<file path="src/b64e_pkg.sv">
package b64e_pkg;

   // one encoded character with its end-of-message flag
   typedef struct packed {
      logic [6:0] out_char;
      logic       final_char;
   } char_type;

   // what one byte produces: one or two characters
   typedef struct packed {
      logic     valid;
      logic     two;
      char_type first;
      char_type second;
   } push_type;

   // position of the next byte inside its group of three
   typedef enum logic [2:0] {
      PHASE_START = 3'b001,
      PHASE_ONE   = 3'b010,
      PHASE_TWO   = 3'b100
   } phase_type;

   // alphabet segments: dot, slash and digits, then upper, then lower case
   localparam logic [5:0] UPPER_FIRST   = 6'd12;
   localparam logic [5:0] LOWER_FIRST   = 6'd38;
   localparam logic [6:0] PUNCT_OFFSET  = 7'd46;
   localparam logic [6:0] UPPER_OFFSET  = 7'd53;
   localparam logic [6:0] LOWER_OFFSET  = 7'd59;

   // queue depth in characters
   localparam int unsigned QUEUE_DEPTH  = 2;

   // sextet value to ascii code of the crypt alphabet
   function automatic logic [6:0] sextet_char(input logic [5:0] v);
      logic [6:0] w;
      w = {1'b0, v};
      if (v < UPPER_FIRST) begin
         return w + PUNCT_OFFSET;
      end else if (v < LOWER_FIRST) begin
         return w + UPPER_OFFSET;
      end
      return w + LOWER_OFFSET;
   endfunction

endpackage

</file>
<file path="src/b64e_if.sv">
// byte channel
interface b64e_req_if;
   logic       valid;
   logic       ready;
   logic [7:0] data_byte;
   logic       final_byte;

   modport source (output valid, output data_byte, output final_byte, input ready);
   modport sink (input valid, input data_byte, input final_byte, output ready);
endinterface

// character channel
interface b64e_rsp_if;
   logic       valid;
   logic       ready;
   logic [6:0] out_char;
   logic       final_char;

   modport source (output valid, output out_char, output final_char, input ready);
   modport sink (input valid, input out_char, input final_char, output ready);
endinterface

</file>
<file path="src/crypt_base64_encoder_unit.sv">
// channel  dir  payload                          handshake
// req      in   data_byte[7:0], final_byte       valid/ready
// rsp      out  out_char[6:0], final_char        valid/ready
//
// a byte is held in an input register, encoded in one pass and moved into a
// two-character output queue; one character leaves per cycle while rsp is ready
// one byte per cycle while it yields one character and rsp is ready; a group of
// three bytes yields four characters, and bytes that each yield two characters
// wait on the output queue, whose drain rate sets the sustained byte rate
// synchronous active-high reset empties the input register and the output queue and restarts the group
// a stall on rsp fills the queue and then holds the byte in the input register
module crypt_base64_encoder_unit (
   input  logic        clock,
   input  logic        reset,
   b64e_req_if.sink    req,
   b64e_rsp_if.source  rsp
);
   import b64e_pkg::*;

   logic       hold_valid_ff, hold_valid_in;
   logic [7:0] hold_byte_ff;
   logic       hold_final_ff;
   logic       room;
   logic       fire;
   logic       two_chars;
   push_type   enc;

   // held byte moves on when the queue has space for its characters
   assign fire      = hold_valid_ff && room;
   assign req.ready = !hold_valid_ff || fire;

   assign hold_valid_in = (req.valid && req.ready) || (hold_valid_ff && !fire);

   always_ff @(posedge clock) begin
      if (reset) begin
         hold_valid_ff <= 1'b0;
      end else begin
         hold_valid_ff <= hold_valid_in;
      end
   end

   // input register payload
   always_ff @(posedge clock) begin
      if (req.valid && req.ready) begin
         hold_byte_ff  <= req.data_byte;
         hold_final_ff <= req.final_byte;
      end
   end

   b64e_encode u_encode (
      .clock      (clock),
      .reset      (reset),
      .fire       (fire),
      .data_byte  (hold_byte_ff),
      .final_byte (hold_final_ff),
      .two_chars  (two_chars),
      .result     (enc)
   );

   b64e_char_queue u_queue (
      .clock    (clock),
      .reset    (reset),
      .push     (enc),
      .need_two (two_chars),
      .room     (room),
      .rsp      (rsp)
   );

`ifndef SYNTHESIS
   // a blocked byte stays put
   assert property (@(posedge clock) disable iff (reset)
      (hold_valid_ff && !fire) |=> (hold_valid_ff && $stable(hold_byte_ff)))
      else $error("held byte lost while blocked");

   // two characters pushed leave the queue non-empty
   assert property (@(posedge clock) disable iff (reset)
      (fire && enc.two) |=> rsp.valid)
      else $error("queue empty after a two-character transaction");

   // last byte always flushes a flagged closing character
   assert property (@(posedge clock) disable iff (reset)
      (fire && hold_final_ff) |-> (enc.two && enc.second.final_char
                                   && !enc.first.final_char))
      else $error("final byte without closing character");
`endif

endmodule

</file>
<file path="src/b64e_encode.sv">
module b64e_encode (
   input  logic                clock,
   input  logic                reset,
   input  logic                fire,
   input  logic [7:0]          data_byte,
   input  logic                final_byte,
   output logic                two_chars,
   output b64e_pkg::push_type  result
);
   import b64e_pkg::*;

   phase_type  phase_ff, phase_in;
   logic [3:0] carry_ff, carry_in;

   // second character when the group closes or the message ends
   assign two_chars = (phase_ff == PHASE_TWO) || final_byte;

   // characters and next state from the held byte and the carried bits
   always_comb begin
      result                   = '0;
      result.valid             = fire;
      result.two               = two_chars;
      result.first.final_char  = 1'b0;
      result.second.final_char = final_byte;
      phase_in                 = phase_ff;
      carry_in                 = carry_ff;
      unique case (phase_ff)
         PHASE_ONE: begin
            result.first.out_char  = sextet_char({carry_ff[1:0], data_byte[7:4]});
            result.second.out_char = sextet_char({data_byte[3:0], 2'b00});
            phase_in               = final_byte ? PHASE_START : PHASE_TWO;
            carry_in               = final_byte ? 4'd0 : data_byte[3:0];
         end
         PHASE_TWO: begin
            result.first.out_char  = sextet_char({carry_ff, data_byte[7:6]});
            result.second.out_char = sextet_char(data_byte[5:0]);
            phase_in               = PHASE_START;
            carry_in               = 4'd0;
         end
         default: begin
            // start of group, also any stray code
            result.first.out_char  = sextet_char(data_byte[7:2]);
            result.second.out_char = sextet_char({data_byte[1:0], 4'b0000});
            phase_in               = final_byte ? PHASE_START : PHASE_ONE;
            carry_in               = final_byte ? 4'd0 : {2'b00, data_byte[1:0]};
         end
      endcase
   end

   // group state advances once per consumed byte
   always_ff @(posedge clock) begin
      if (reset) begin
         phase_ff <= PHASE_START;
         carry_ff <= 4'd0;
      end else if (fire) begin
         phase_ff <= phase_in;
         carry_ff <= carry_in;
      end
   end

endmodule

</file>
<file path="src/b64e_char_queue.sv">
module b64e_char_queue (
   input  logic                clock,
   input  logic                reset,
   input  b64e_pkg::push_type  push,
   input  logic                need_two,
   output logic                room,
   b64e_rsp_if.source          rsp
);
   import b64e_pkg::*;

   localparam int unsigned CountWidth = $clog2(QUEUE_DEPTH + 1);

   char_type                slot_ff [QUEUE_DEPTH];
   char_type                slot_in [QUEUE_DEPTH];
   logic [CountWidth-1:0]   count_ff, count_in;
   logic [CountWidth-1:0]   base;
   logic [CountWidth-1:0]   need;
   logic                    pop;

   assign pop          = (count_ff != '0) && rsp.ready;
   assign base         = count_ff - CountWidth'(pop);
   assign need         = need_two ? CountWidth'(2) : CountWidth'(1);
   assign room         = (CountWidth'(QUEUE_DEPTH) - base) >= need;

   assign rsp.valid      = (count_ff != '0);
   assign rsp.out_char   = slot_ff[0].out_char;
   assign rsp.final_char = slot_ff[0].final_char;

   // shift out the head, then write new characters behind what is left
   always_comb begin
      for (int i = 0; i < QUEUE_DEPTH; i++) begin
         if (pop && (i + 1 < QUEUE_DEPTH)) begin
            slot_in[i] = slot_ff[i + 1];
         end else begin
            slot_in[i] = slot_ff[i];
         end
         if (push.valid && (CountWidth'(i) == base)) begin
            slot_in[i] = push.first;
         end
         if (push.valid && push.two && (CountWidth'(i) == base + CountWidth'(1))) begin
            slot_in[i] = push.second;
         end
      end
      count_in = base;
      if (push.valid) begin
         count_in = base + (push.two ? CountWidth'(2) : CountWidth'(1));
      end
   end

   always_ff @(posedge clock) begin
      if (reset) begin
         count_ff <= '0;
      end else begin
         count_ff <= count_in;
      end
   end

   always_ff @(posedge clock) begin
      for (int i = 0; i < QUEUE_DEPTH; i++) begin
         slot_ff[i] <= slot_in[i];
      end
   end

endmodule
</file>
<file path="src/flat_wrapper.sv">
// flat-port wrapper written by rule: the top's interface ports become plain ports
module crypt_base64_encoder_unit_flat import b64e_pkg::*;
  (clock, reset, req_valid, req_data_byte, req_final_byte, req_ready, rsp_valid, rsp_out_char, rsp_final_char, rsp_ready);
  b64e_req_if req_i ();
  b64e_rsp_if rsp_i ();
  input  logic clock;
  input  logic reset;
  input wire logic [$bits(req_i.valid)-1:0] req_valid;
  input wire logic [$bits(req_i.data_byte)-1:0] req_data_byte;
  input wire logic [$bits(req_i.final_byte)-1:0] req_final_byte;
  output wire logic [$bits(req_i.ready)-1:0] req_ready;
  output wire logic [$bits(rsp_i.valid)-1:0] rsp_valid;
  output wire logic [$bits(rsp_i.out_char)-1:0] rsp_out_char;
  output wire logic [$bits(rsp_i.final_char)-1:0] rsp_final_char;
  input wire logic [$bits(rsp_i.ready)-1:0] rsp_ready;
  assign req_i.valid = req_valid;
  assign req_i.data_byte = req_data_byte;
  assign req_i.final_byte = req_final_byte;
  assign req_ready = req_i.ready;
  assign rsp_valid = rsp_i.valid;
  assign rsp_out_char = rsp_i.out_char;
  assign rsp_final_char = rsp_i.final_char;
  assign rsp_i.ready = rsp_ready;
  crypt_base64_encoder_unit u_core (.clock(clock), .reset(reset), .req(req_i), .rsp(rsp_i));
endmodule
</file>
<file path="config.mk">
export PLATFORM = sky130hd
export DESIGN_NAME = crypt_base64_encoder_unit_flat
export DESIGN_NICKNAME = d
export VERILOG_FILES = /design/src/b64e_pkg.sv /design/src/b64e_if.sv /design/src/crypt_base64_encoder_unit.sv /design/src/b64e_encode.sv /design/src/b64e_char_queue.sv /design/src/flat_wrapper.sv
export SDC_FILE = /design/constraint.sdc
export NUM_CORES = 1
export LEC_CHECK = 0
export BUFFER_PORTS_ARGS = -buffer_cell sky130_fd_sc_hd__buf_2
export CAP_MARGIN = 20
export CORE_UTILIZATION = 32
export DETAILED_ROUTE_END_ITERATION = 10
export PLACE_DENSITY = 0.49
export SLEW_MARGIN = 5
export SYNTH_ARGS = -nofsm -noshare
export SYNTH_HDL_FRONTEND = slang
export SYNTH_SLANG_ARGS = --single-unit
</file>
<file path="constraint.sdc">
create_clock -name clock -period 4.8 [get_ports clock]
set_input_delay 0.72 -clock clock [delete_from_list [all_inputs] [get_ports clock]]
set_output_delay 0.72 -clock clock [all_outputs]
set_load 0.02 [all_outputs]
</file>
# Word level (Yosys, flattened, before mapping)
# Memories as Yosys holds them, arrays and structs flattened.
# Index checks and enable logic that the tools add are counted.
# W data, S select, Z words.
totals:
  regBits: 19
  latch_bits: 0
  mem_bits_rw: 16
  romBits: 0
  inputBits: 13
  out_inout_bits: 10
  wordCells: 115
  memories: 1
mem_list:
  columns: ["memory", "words", "width", "read_ports", "rd_clocked_by_memory_dff", "write_ports", "line", "source"]
  rows:
  - ["u_core.u_queue.slot_ff", 2, 8, 2, 0, 2, "b64e_char_queue.sv:13", "char_type slot_ff [QUEUE_DEPTH];"]
op_classes:
  addsub: 22
  n_mul: 0
  n_div: 0
  order_cmp: 13
  eq_ne: 4
  shift: 0
  n_mux: 51
  n_bitwise: 0
  n_reduce_logical: 18
ops:
  columns: ["operator", "n"]
  rows:
  - ["$add A6 B6 Y7 const B", 18]
  - ["$mux W7", 18]
  - ["$mux W8", 5]
  - ["$lt A6 B4 Y1 const B", 6]
  - ["$lt A6 B6 Y1 const B", 6]
  - ["$pmux W7 S2", 2]
  - ["$mux W1", 18]
  - ["$logic_and A1 B1 Y1", 9]
  - ["$mux W2", 4]
  - ["$pmux W4 S2", 1]
  - ["$pmux W3 S2", 1]
  - ["$eq A1 B2 Y1 const A", 2]
  - ["$logic_not A2 Y1", 2]
  - ["$mux W4", 1]
  - ["$eq A3 B2 Y1 const B", 1]
  - ["$eq A3 B3 Y1 const B", 1]
  - ["$logic_or A1 B1 Y1", 3]
  - ["$mux W3", 1]
  - ["$add A2 B1 Y2 const B", 1]
  - ["$add A2 B2 Y2", 1]
  - ["$ge A2 B2 Y1", 1]
  - ["$logic_not A1 Y1", 2]
  - ["$reduce_bool A2 Y1", 1]
  - ["$reduce_or A2 Y1", 1]
  - ["other kinds (2)", 2]

# Longest topological paths before layout
# Gate-level depths: netlist of the first run.
depth:
  word_depth: 9
  ltp_mapped: 15

# By module
# From an unflattened synthesis of the first run, not the netlist that was laid out.
hier_totals:
  cells_unflattened: 444
  area_unflattened_um2: 3848.7
by_module_without_submodules:
  columns: ["mod", "n_inst", "cells_each", "area_per_inst_um2", "seq_area_each_um2"]
  rows:
  - ["b64e_encode", 1, 326, 2408.6, 140.1]
  - ["b64e_char_queue", 1, 103, 1107.3, 520.5]
  - ["crypt_base64_encoder_unit", 1, 15, 332.8, 290.3]

# Worst setup path before layout of the first run
# OpenSTA, ideal clock, no wires.
synth_timing:
  path_kind: "input to register"
  from: "input rsp_ready"
  to: "memory u_core.u_queue.slot_ff[0][10] in the netlist's numbering (enable)"
  setup_time_ps: 326
  arrival_ps: 3009
  t_required_ps: 4474
  slack_ps: 1465
  cell_stages: 12
  n_path_buf: 0
  path_cell_list: "and2_1 > ha_1 > inv_1 > ha_1 > inv_1 > ha_1 > a21boi_0 > nor2_1 > and2b_2 > nand2_1 > nor2_2 > a21o_1"
synth_rtl:
  columns: ["element", "line", "source"]
  rows:
  - ["start: declaration", "flat_wrapper.sv:15", "input wire logic [$bits(rsp_i.ready)-1:0] rsp_ready;"]
  - ["end: declaration", "b64e_char_queue.sv:13", null]

==> results of run 1 <==
[cell usage after synthesis (9+ instances only)]
library cell and n:
nor3_1 11, dfxtp_1 10, mux2i_1 14, xnor2_1 19, ha_1 45, a21o_1 9, edfxtp_1 25, nor2_1 21
a21oi_1 28, clkbuf_1 10, nand2_1 24, a211oi_1 12, o22ai_1 11, o21ai_0 15, inv_1 27
[cell usage in the layout, fill, tap and decap left out, types with 11 or more instances in the layout]
master    count
a211oi_1     12
a21oi_1      28
buf_2        22
edfxtp_1     25
ha_1         45
inv_1        27
mux2i_1      14
nand2_1      24
nor2_1       21
nor3_1       11
o21ai_0      15
o22ai_1      11
xnor2_1      19
[state kept, by name, summed over array words and instances (netlist names)]
name and count:
u_core.u_queue.slot_ff 16, u_core.hold_byte_ff 8, u_core.u_encode.carry_ff 4, u_core.u_encode.phase_ff 3, u_core.u_queue.count_ff 2, u_core.hold_final_ff 1, u_core.hold_valid_ff 1
[how the worst max path moves through the flow]
stage / to / slack, ns / depth (start not counted)
floorplan: u_core.u_queue.slot_ff[0][10] / 1.47 / 12
detailed placement: u_core.u_queue.slot_ff[0][12] / 0.85 / 13
global placement: u_core.u_queue.slot_ff[0][12] / 0.98 / 13
CTS: u_core.u_queue.slot_ff[0][13] / 1.04 / 13
global route: u_core.u_queue.slot_ff[0][13] / 0.78 / 13
finish: u_core.u_queue.slot_ff[0][11] / 1.07 / 13
[layout make-up]
cell class,instances,area (um2)
Fill cell,1187,7500
Timing Repair Buffer,26,140
Multi-Input combinational cell,332,2540
Inverter,29,109
Sequential cell,35,951
Clock inverter,3,18.8
Tap cell,143,179
Clock buffer,5,125
[stage by stage]
stage | power, mW | hold slack (ns)
floorplan | 1.36 | 0.522
global placement | 1.57 | 0.493
detailed placement | 1.59 | 0.506
CTS | 1.93 | 0.516
global route | 2.07 | 0.560
finish | 1.92 | 0.510
[worst max-delay path, stage by stage (launching register included)]
cell and delay, ns:
dfxtp_1 0.30, or2_2 0.29, and2_1 0.17, ha_1 0.34
inv_1 0.10, ha_1 0.28, inv_1 0.04, ha_1 0.25
a21boi_0 0.23, nor2_1 0.09, and2b_2 0.34, nand2_1 0.18
nor2_2 0.43, a21o_1 0.34
[cells by family after synthesis]
group           synth area share
buf+inv                   0.0901
flops                      0.248
simple gates               0.140
xor+xnor                  0.0503
mux                       0.0454
fa+ha+maj                  0.152
compound gates             0.274
[per-layer routing]
| metal | wire (um) | vias up | global-route usage |
|---|---|---|---|
| li1 | - | 1600 | - |
| met1 | 5190 | 1562 | 0.242 |
| met2 | 4710 | 83 | 0.276 |
| met3 | 418 | 19 | 0.0294 |
| met4 | 278 | 0 | 0.0631 |
| met5 | 0 | - | 0 |
[power by group]
| group | leakage [nW] | switching (mW) | internal [mW] |
|---|---|---|---|
| Combinational | 1.22 | 0.648 | 0.406 |
| Sequential | 0.315 | 0.0863 | 0.449 |
| Clock | 0.0701 | 0.138 | 0.192 |
==> flow_summary.json, run 1 <==
{
  "status": "complete, but fails checks",
  "violations": "design-rule violations",
  "final_cells": 573,
  "layout-drive-gt1-share": 0.128,
  "seq_area_frac_synth": 0.248,
  "routedWlPerCell_um": 18.5,
  "ys_types": 78,
  "rsz0062_at_grt": "false",
  "yosys_register_bits": 35,
  "cts_sinks": 35,
  "grt.overflow.total": 0,
  "netlist_top_cells_area": "edfxtp_1 (20%), ha_1 (15%), dfxtp_1 (5.2%), xnor2_1 (4.3%), a21oi_1 (3.7%)",
  "max-slew-margin-rel": 0.390,
  "finalSetupViolCount": 0,
  "start_kind": "register",
  "die_y_um": 111,
  "rr_endpoint": "u_core.u_queue.slot_ff[0][11]",
  "critPathKind": "register to register",
  "cts_setup_buffers": 0,
  "grt_max_degree": 22,
  "core_area_mm2": 0.0116,
  "clk_pin_slew_ns": 0.06,
  "worstPathArrival_ns": 3.68,
  "hold_depth": 2,
  "dp_hpwl_mm": 7.91,
  "worstPathMaxFanout": 11,
  "placed_cells": 565,
  "worstHoldEndpoint": "u_core.hold_valid_ff",
  "period_share": 0.776,
  "clock_path_buffers": 2,
  "antenna_found_initial": 0,
  "hold_buffers": 0,
  "r2r-start": "u_core.u_queue.count_ff[0]",
  "total_leakage_power_nw": 1.61,
  "syn2layout_area_growth_pct": 6.04,
  "gp_congestion": 0.850,
  "end_kind": "register",
  "die_w_um": 111,
  "post-route-min-period_ns": 3.73,
  "htree_levels": 2,
  "irDropWorstVdd_uv": 163,
  "cts.repair.resized": 0,
  "rows": 39,
  "cp_data_required_time_ns": 4.75,
  "fp.dieArea_mm2": 0.0124,
  "hold_start": "u_core.hold_valid_ff",
  "num_vias": 3264,
  "placed_area_mm2": 0.00392,
  "yosysTopAreaCell": "edfxtp_1",
  "synth.top_cell.area_share": 0.196,
  "start_util": 0.331,
  "drtPass1Iterations": 8,
  "power.density_mw_per_mm2": 472,
  "diodes": 0,
  "cts_root_buffer": "clkbuf_16",
  "setup_tns_ns": 0,
  "syn-mean-instance-area_um2": 8.91,
  "startpoint": "u_core.u_queue.count_ff[0]",
  "synth-edff-count": 25,
  "nets": 488,
  "final_cell_area_mm2": 0.00406,
  "drtIter0Drc": 259,
  "grt_usage": 0.176,
  "ios": 23,
  "synthArstFlopShare": 0,
  "ant_nets": 0,
  "remaining_drc_errors": 3,
  "cts_tree": "done",
  "via_per_inst": 5.70,
  "grt_pass1_wl_mm": 17.4,
  "final_core_util": 0.351,
  "ys.flop_type": "edfxtp_1",
  "synthesis.instances": 430,
  "syn-num-nets": 489,
  "cts-buffers-inserted": 5,
  "fmax_ghz": 0.268,
  "fin_skew_ns": 0.00801,
  "wl_mm": 10.6,
  "worst_slew_pin_slew_ns": 0.911,
  "yosysWarnings": 0,
  "hold_path_class": "register to register",
  "numPortBuffers": 22,
  "reg2reg_slack_ns": 1.07,
  "cap_violations": 0,
  "hold_violations": 0,
  "grt_pass1_vias": 3178,
  "setup_slack_ns": 1.07,
  "synth_area_mm2": 0.00383,
  "slew_viol_final": 0,
  "clock_latency_ns": 0.29,
  "r2r_cells": 13,
  "pre_cts_ws_ns": 0.846
}
No activity file was read; power rests on OpenSTA's default activity.
==> run 2: changes to the inputs <==
Settings changed: PLACE_DENSITY 0.49 to 0.51.
Clock period 4.8 ns to 3.4 ns, I/O delays scaled along.
==> run 2 against run 1 <==
Compared with the run above: the run still ends with design-rule violations left; setup slack worse by 0.87 ns; first-iteration DRC count shrank 17%; clock power grew 42%.
==> flow_summary.json, run 2 (synthesis gave the netlist of run 1 again) <==
{
  "final_cell_mix": "ha_1 (45), a21oi_1 (28), inv_1 (27), edfxtp_1 (25), buf_4 (24)",
  "reg.largest.list": "u_core.u_queue.slot_ff: 16 flops, u_core.hold_byte_ff: 8 flops, u_core.u_encode.carry_ff: 4 flops",
  "diodes": 0,
  "total_leakage_power_nw": 1.70,
  "status": "complete, but fails checks",
  "slew_viol_final": 0,
  "hold_path_class": "input pin to register",
  "placed_area_mm2": 0.00407,
  "end_kind": "register",
  "hold_buffers": 0,
  "hold_violations": 0,
  "power.density_mw_per_mm2": 657,
  "layout-drive-gt1-share": 0.169,
  "wl_mm": 10.4,
  "cts_sinks": 35,
  "post-route-min-period_ns": 3.19,
  "numPortBuffers": 22,
  "cts_tree": "done",
  "irDropWorstVdd_uv": 207,
  "via_per_inst": 5.57,
  "clock_path_buffers": 2,
  "ant_nets": 0,
  "grt_use_met2": 0.286,
  "die_y_um": 111,
  "remaining_drc_errors": 6,
  "worstPathArrival_ns": 3.21,
  "grt-busiest-layer": "met2",
  "max-slew-margin-rel": 0.496,
  "core_area_mm2": 0.0116,
  "use_met3": 0.0294,
  "clk_pin_slew_ns": 0.07,
  "antenna_found_initial": 0,
  "syn2layout_area_growth_pct": 9.96,
  "top_register": "u_core.u_queue.slot_ff",
  "grt.overflow.total": 0,
  "largest_register_ffs": 16,
  "worstPathMaxFanout": 11,
  "rows": 39,
  "grt_max_degree": 22,
  "final_common_cell": "ha_1",
  "ios": 23,
  "fp.dieArea_mm2": 0.0124,
  "drtIter0Drc": 215,
  "period_share": 0.939,
  "final_cell_area_mm2": 0.00421,
  "cap_violations": 0,
  "routedWlPerCell_um": 17.5,
  "total_power_mw": 2.77,
  "grt_pass1_wl_mm": 17.1,
  "start_util": 0.331,
  "cts_setup_buffers": 0,
  "finalSetupViolCount": 0,
  "cts_root_buffer": "clkbuf_16",
  "cp_data_required_time_ns": 3.41,
  "met1_usage": 0.226,
  "fill_cells": 1210,
  "dp_hpwl_mm": 7.96,
  "grt_usage": 0.172,
  "die_w_um": 111,
  "clock_latency_ns": 0.29,
  "violations": "design-rule violations",
  "fmax_ghz": 0.313,
  "grt_pass1_vias": 3241,
  "fin_skew_ns": 0.0118,
  "htree_levels": 2,
  "drtPass1Iterations": 7,
  "gp_congestion": 0.853,
  "start_kind": "register",
  "worst_slew_pin_slew_ns": 0.755,
  "cts-buffers-inserted": 5,
  "critPathKind": "register to register",
  "cts.repair.resized": 0,
  "rsz0062_at_grt": "true",
  "nets": 508,
  "num_vias": 3303
}
[run 2: cell count changes in the layout (fill, tap and decap cells not counted)]
cell	change
inv_4	-1
buf_4	+20
nor3b_1	+1
a21o_2	+1
clkinvlp_4	+1
nand2_2	+1
a21o_1	-1
nor3b_2	-1
nand2_1	-1
[run 2: worst paths after layout]
kind | startpoint | endpoint | slack [ns] | depth (start not counted)
min reg2reg | u_core.hold_valid_ff | u_core.hold_valid_ff | 0.53 | 2
min | req_final_byte | u_core.hold_final_ff | 0.39 | 1
max reg2reg | u_core.u_queue.count_ff[0] | u_core.u_queue.slot_ff[0][6] | 0.21 | 14
max | u_core.u_queue.count_ff[0] | u_core.u_queue.slot_ff[0][6] | 0.21 | 14
[run 2: worst max-delay path: stages, from the launching register on]
cell,delay [ns]
dfxtp_1,0.31
or2_2,0.29
and2_1,0.17
ha_1,0.34
inv_1,0.10
ha_1,0.28
inv_1,0.04
ha_1,0.25
a21boi_0,0.22
o21ai_0,0.18
nor2_1,0.15
buf_4,0.19
o211ai_1,0.11
a21oi_1,0.19
o22ai_1,0.10
[run 2: where the power goes]
part	internal [mW]	switching (mW)	leakage, nW
clock network	0.270	0.198	0.0658
registers	0.633	0.0751	0.315
logic	0.628	0.965	1.32
[run 2: area by class of cell]
| cell class | count | area, um2 | share of cell area |
|---|---|---|---|
| well taps | 143 | 179 | 0.0425 |
| inverters | 29 | 109 | 0.0258 |
| clock inverters | 3 | 20.0 | 0.00475 |
| flip-flops and latches | 35 | 951 | 0.226 |
| repair buffers | 46 | 290 | 0.0689 |
| multi-input cells | 332 | 2540 | 0.603 |
| clock buffers | 5 | 125 | 0.0297 |
[run 2: per-stage QoR]
stage	std cells	hold slack, ns	setup slack, ns	util	TNS, ns
3_5_place_dp	585	0.530	0.119	0.352	0
4_1_cts	593	0.391	0.106	0.364	0
6_report	593	0.392	0.206	0.364	0
2_1_floorplan	430	0.522	0.0922	-	0
5_1_grt	593	0.389	-0.0182	0.364	-0.0706
3_3_place_gp	585	0.529	0.228	0.352	0
[run 2: layer usage]
metal | part of all wire | up-vias | wire, um
met2 | 0.47 | 110 | 4840
met1 | 0.45 | 1539 | 4700
met3 | 0.057 | 20 | 590
met5 | 0 | - | 0
li1 | - | 1634 | -
met4 | 0.022 | 0 | 225
==> run 3: changes to the inputs <==
Settings changed: SYNTH_HIERARCHICAL set to 1.
==> run 3 against run 2 <==
Compared with the run above: the flow still finishes with violations (design-rule violations); power increased by 0.69%; largest cell class unchanged; area after synthesis rose by 0.42%; sequential share of layout area grew 0.13 points; largest power group unchanged; routed wire length decreased by 0.48%; sequential power down 3.2%; non-clock buffer count fell by 5; critical path type unchanged; clock skew is 0.0061 ns lower; die area up 0.42%.
==> flow_summary.json, run 3 <==
{
  "status": "complete, but fails checks",
  "violations": "design-rule violations",
  "worstHoldEndpoint": "u_core/hold_byte_ff[1]",
  "cap_violations": 0,
  "clock_latency_ns": 0.29,
  "cts.repair.resized": 0,
  "swShare": 0.412,
  "drtPass1Iterations": 8,
  "ant_nets": 0,
  "start_util": 0.333,
  "cts_tree": "done",
  "reg2reg_slack_ns": 0.28,
  "yosysTopAreaCell": "edfxtp_1",
  "post-route-min-period_ns": 3.12,
  "cts_root_buffer": "clkbuf_16",
  "synthesis.instances": 444,
  "cpPeakStageDelay_ns": 0.47,
  "cts_sinks": 35,
  "hold_violations": 0,
  "num_vias": 3323,
  "rsz0062_at_grt": "false",
  "multi_input_area_mm2": 0.00250,
  "finalSetupViolCount": 0,
  "setup_slack_ns": 0.278,
  "power.share.clock": 0.220,
  "cts_setup_buffers": 0,
  "diodes": 0,
  "yosysWarnings": 6,
  "top_register": "u_core/u_queue/slot_ff",
  "power.density_mw_per_mm2": 666,
  "grt_max_degree": 19,
  "gp_congestion": 0.845,
  "use_met3": 0.0299,
  "grt_use_met2": 0.275,
  "crit_chain": "o21a_1 -> ha_1 -> xnor2_2 -> inv_2 -> ha_1 -> inv_1 -> ha_1 -> a21o_1 -> and2_2 -> nand3_1 -> nand4_1 -> nand3_1",
  "fp.dieArea_mm2": 0.0125,
  "end_kind": "register",
  "crit_cells": 12,
  "htree_levels": 2,
  "remaining_drc_errors": 1,
  "switchingPower_mw": 1.15,
  "r2r-start": "u_core/u_queue/count_ff[1]",
  "worst_slew_pin_slew_ns": 0.673,
  "die_y_um": 112,
  "synth-edff-count": 25,
  "total_leakage_power_nw": 1.69,
  "syn-mean-instance-area_um2": 8.67,
  "yosys_register_bits": 35,
  "hold_depth": 1,
  "period_share": 0.918,
  "antenna_found_initial": 0,
  "via_per_inst": 5.58,
  "fmax_ghz": 0.320,
  "hold_buffers": 0,
  "core_area_mm2": 0.0116,
  "ys_types": 72,
  "clk_pin_slew_ns": 0.06,
  "irDropWorstVdd_uv": 258,
  "seq_area_frac_synth": 0.247,
  "hold_start": "req_data_byte[1]",
  "synthArstFlopShare": 0,
  "max-slew-margin-rel": 0.551,
  "critPathKind": "register to register",
  "wl_mm": 10.3,
  "slew_viol_final": 0,
  "ys.flop_type": "edfxtp_1",
  "worstPathArrival_ns": 3.14,
  "grt.overflow.total": 0,
  "grt_pass1_wl_mm": 17.2,
  "cts-buffers-inserted": 5,
  "fin_skew_ns": 0.00574,
  "rr_endpoint": "u_core/u_queue/slot_ff[0][3]",
  "drtIter0Drc": 292,
  "netlist_top_cells_area": "edfxtp_1 (20%), ha_1 (14%), a21oi_1 (5.3%), dfxtp_1 (5.2%), xnor2_1 (4.8%)",
  "worst-path-buf-inv": 2,
  "largest_register_ffs": 16,
  "seqCellArea_um2": 951,
  "worstPathMaxFanout": 16,
  "layout-drive-gt1-share": 0.188,
  "combPwrFrac": 0.535,
  "cp_data_required_time_ns": 3.42,
  "final_core_util": 0.362,
  "placed_cells": 587,
  "grt_usage": 0.175,
  "final_cells": 595,
  "fill_cells": 1145,
  "dp_hpwl_mm": 7.54,
  "reg.largest.list": "u_core/u_queue/slot_ff: 16 flops, u_core/hold_byte_ff: 8 flops, u_core/u_encode/carry_ff: 4 flops",
  "met1_usage": 0.237,
  "grt-busiest-layer": "met2",
  "p_int_mw": 1.64,
  "nets": 507,
  "numPortBuffers": 22,
  "rows": 39,
  "critPathMostFrequentCell": "ha_1",
  "hold_path_class": "input pin to register",
  "grt_pass1_vias": 3232,
  "pwr-share-seq": 0.246,
  "start_kind": "register",
  "clock_path_buffers": 2,
  "r2r_cells": 12,
  "ios": 23,
  "yosysMostFrequentCell": "ha_1",
  "routedWlPerCell_um": 17.3,
  "syn-num-nets": 500,
  "synth.top_cell.area_share": 0.195,
  "final_cell_mix": "ha_1 (42), a21oi_1 (41), inv_1 (29), edfxtp_1 (25), nor2_1 (24)",
  "final_common_cell": "ha_1",
  "synth_commonest_cells": "ha_1 (42), a21oi_1 (41), inv_1 (29)",
  "crit_slowest_cell": "nand3_1",
  "synth_area_mm2": 0.00385,
  "setup_tns_ns": 0,
  "syn2layout_area_growth_pct": 8.84,
  "die_w_um": 112,
  "critPathTopFamily": "simple AND/OR/NAND/NOR gates",
  "pre_cts_ws_ns": 0.117
}
## run 3: power groups by stage
stage	combinational [mW]	sequential [mW]	clock, mW
2_1_floorplan	1.23	0.670	0
3_3_place_gp	1.46	0.694	0
3_5_place_dp	1.47	0.695	0
4_1_cts	1.48	0.686	0.633
5_1_grt	1.66	0.697	0.647
6_report	1.49	0.685	0.613
## run 3: area by class of cell
| type | count | area share |
|---|---|---|
| multi-input cells | 336 | 0.596 |
| clock buffers | 6 | 0.0308 |
| flip-flops and latches | 35 | 0.227 |
| inverters | 32 | 0.0287 |
| well taps | 143 | 0.0427 |
| repair buffers | 41 | 0.0603 |
| clock inverters | 2 | 0.0143 |
## run 3: worst max-delay path by stage
stage,start,endpoint,slack (ns)
floorplan,rsp_ready,u_core/u_queue/slot_ff[0][0],0.08
global placement,rsp_ready,u_core/u_queue/slot_ff[0][3],0.26
detailed placement,rsp_ready,u_core/u_queue/slot_ff[0][3],0.12
CTS,u_core/u_queue/count_ff[1],u_core/u_queue/slot_ff[0][3],0.31
global route,u_core/u_queue/count_ff[1],u_core/u_queue/slot_ff[0][3],0.06
finish,u_core/u_queue/count_ff[1],u_core/u_queue/slot_ff[0][3],0.28
## run 3: metrics by stage
stage / instance area [um2] / power, mW / hold WS, ns
2_1_floorplan: 3850 / 1.90 / 0.521
3_3_place_gp: 4000 / 2.15 / 0.504
3_5_place_dp: 4000 / 2.17 / 0.496
4_1_cts: 4190 / 2.80 / 0.386
5_1_grt: 4190 / 3.00 / 0.393
6_report: 4190 / 2.79 / 0.394
## run 3: per-layer routing
metal	wire, um	up-vias
li1	-	1612
met2	4710	101
met3	494	25
met1	4830	1585
met4	269	0
met5	0	-
## run 3: logic make-up (layout without fill, tap and decap cells)
kind of cell,after synthesis,after routing,share of synthesized area
adders and majority gates,43,43,0.142
AOI/OAI and AO/OA,127,127,0.225
buffers and inverters,73,81,0.105
muxes,20,20,0.0556
and+or+nand+nor,122,122,0.170
DFF,35,35,0.247
other,1,1,0.000974
xor gates and xnor gates,23,23,0.0543
## run 3: worst register-to-register path, stage by stage (launching register included)
cell and delay (ns):
dfxtp_1 0.34, o21a_1 0.20, ha_1 0.21, xnor2_2 0.20, inv_2 0.13, ha_1 0.30, inv_1 0.04, ha_1 0.26
a21o_1 0.11, and2_2 0.21, nand3_1 0.47, nand4_1 0.29, nand3_1 0.11
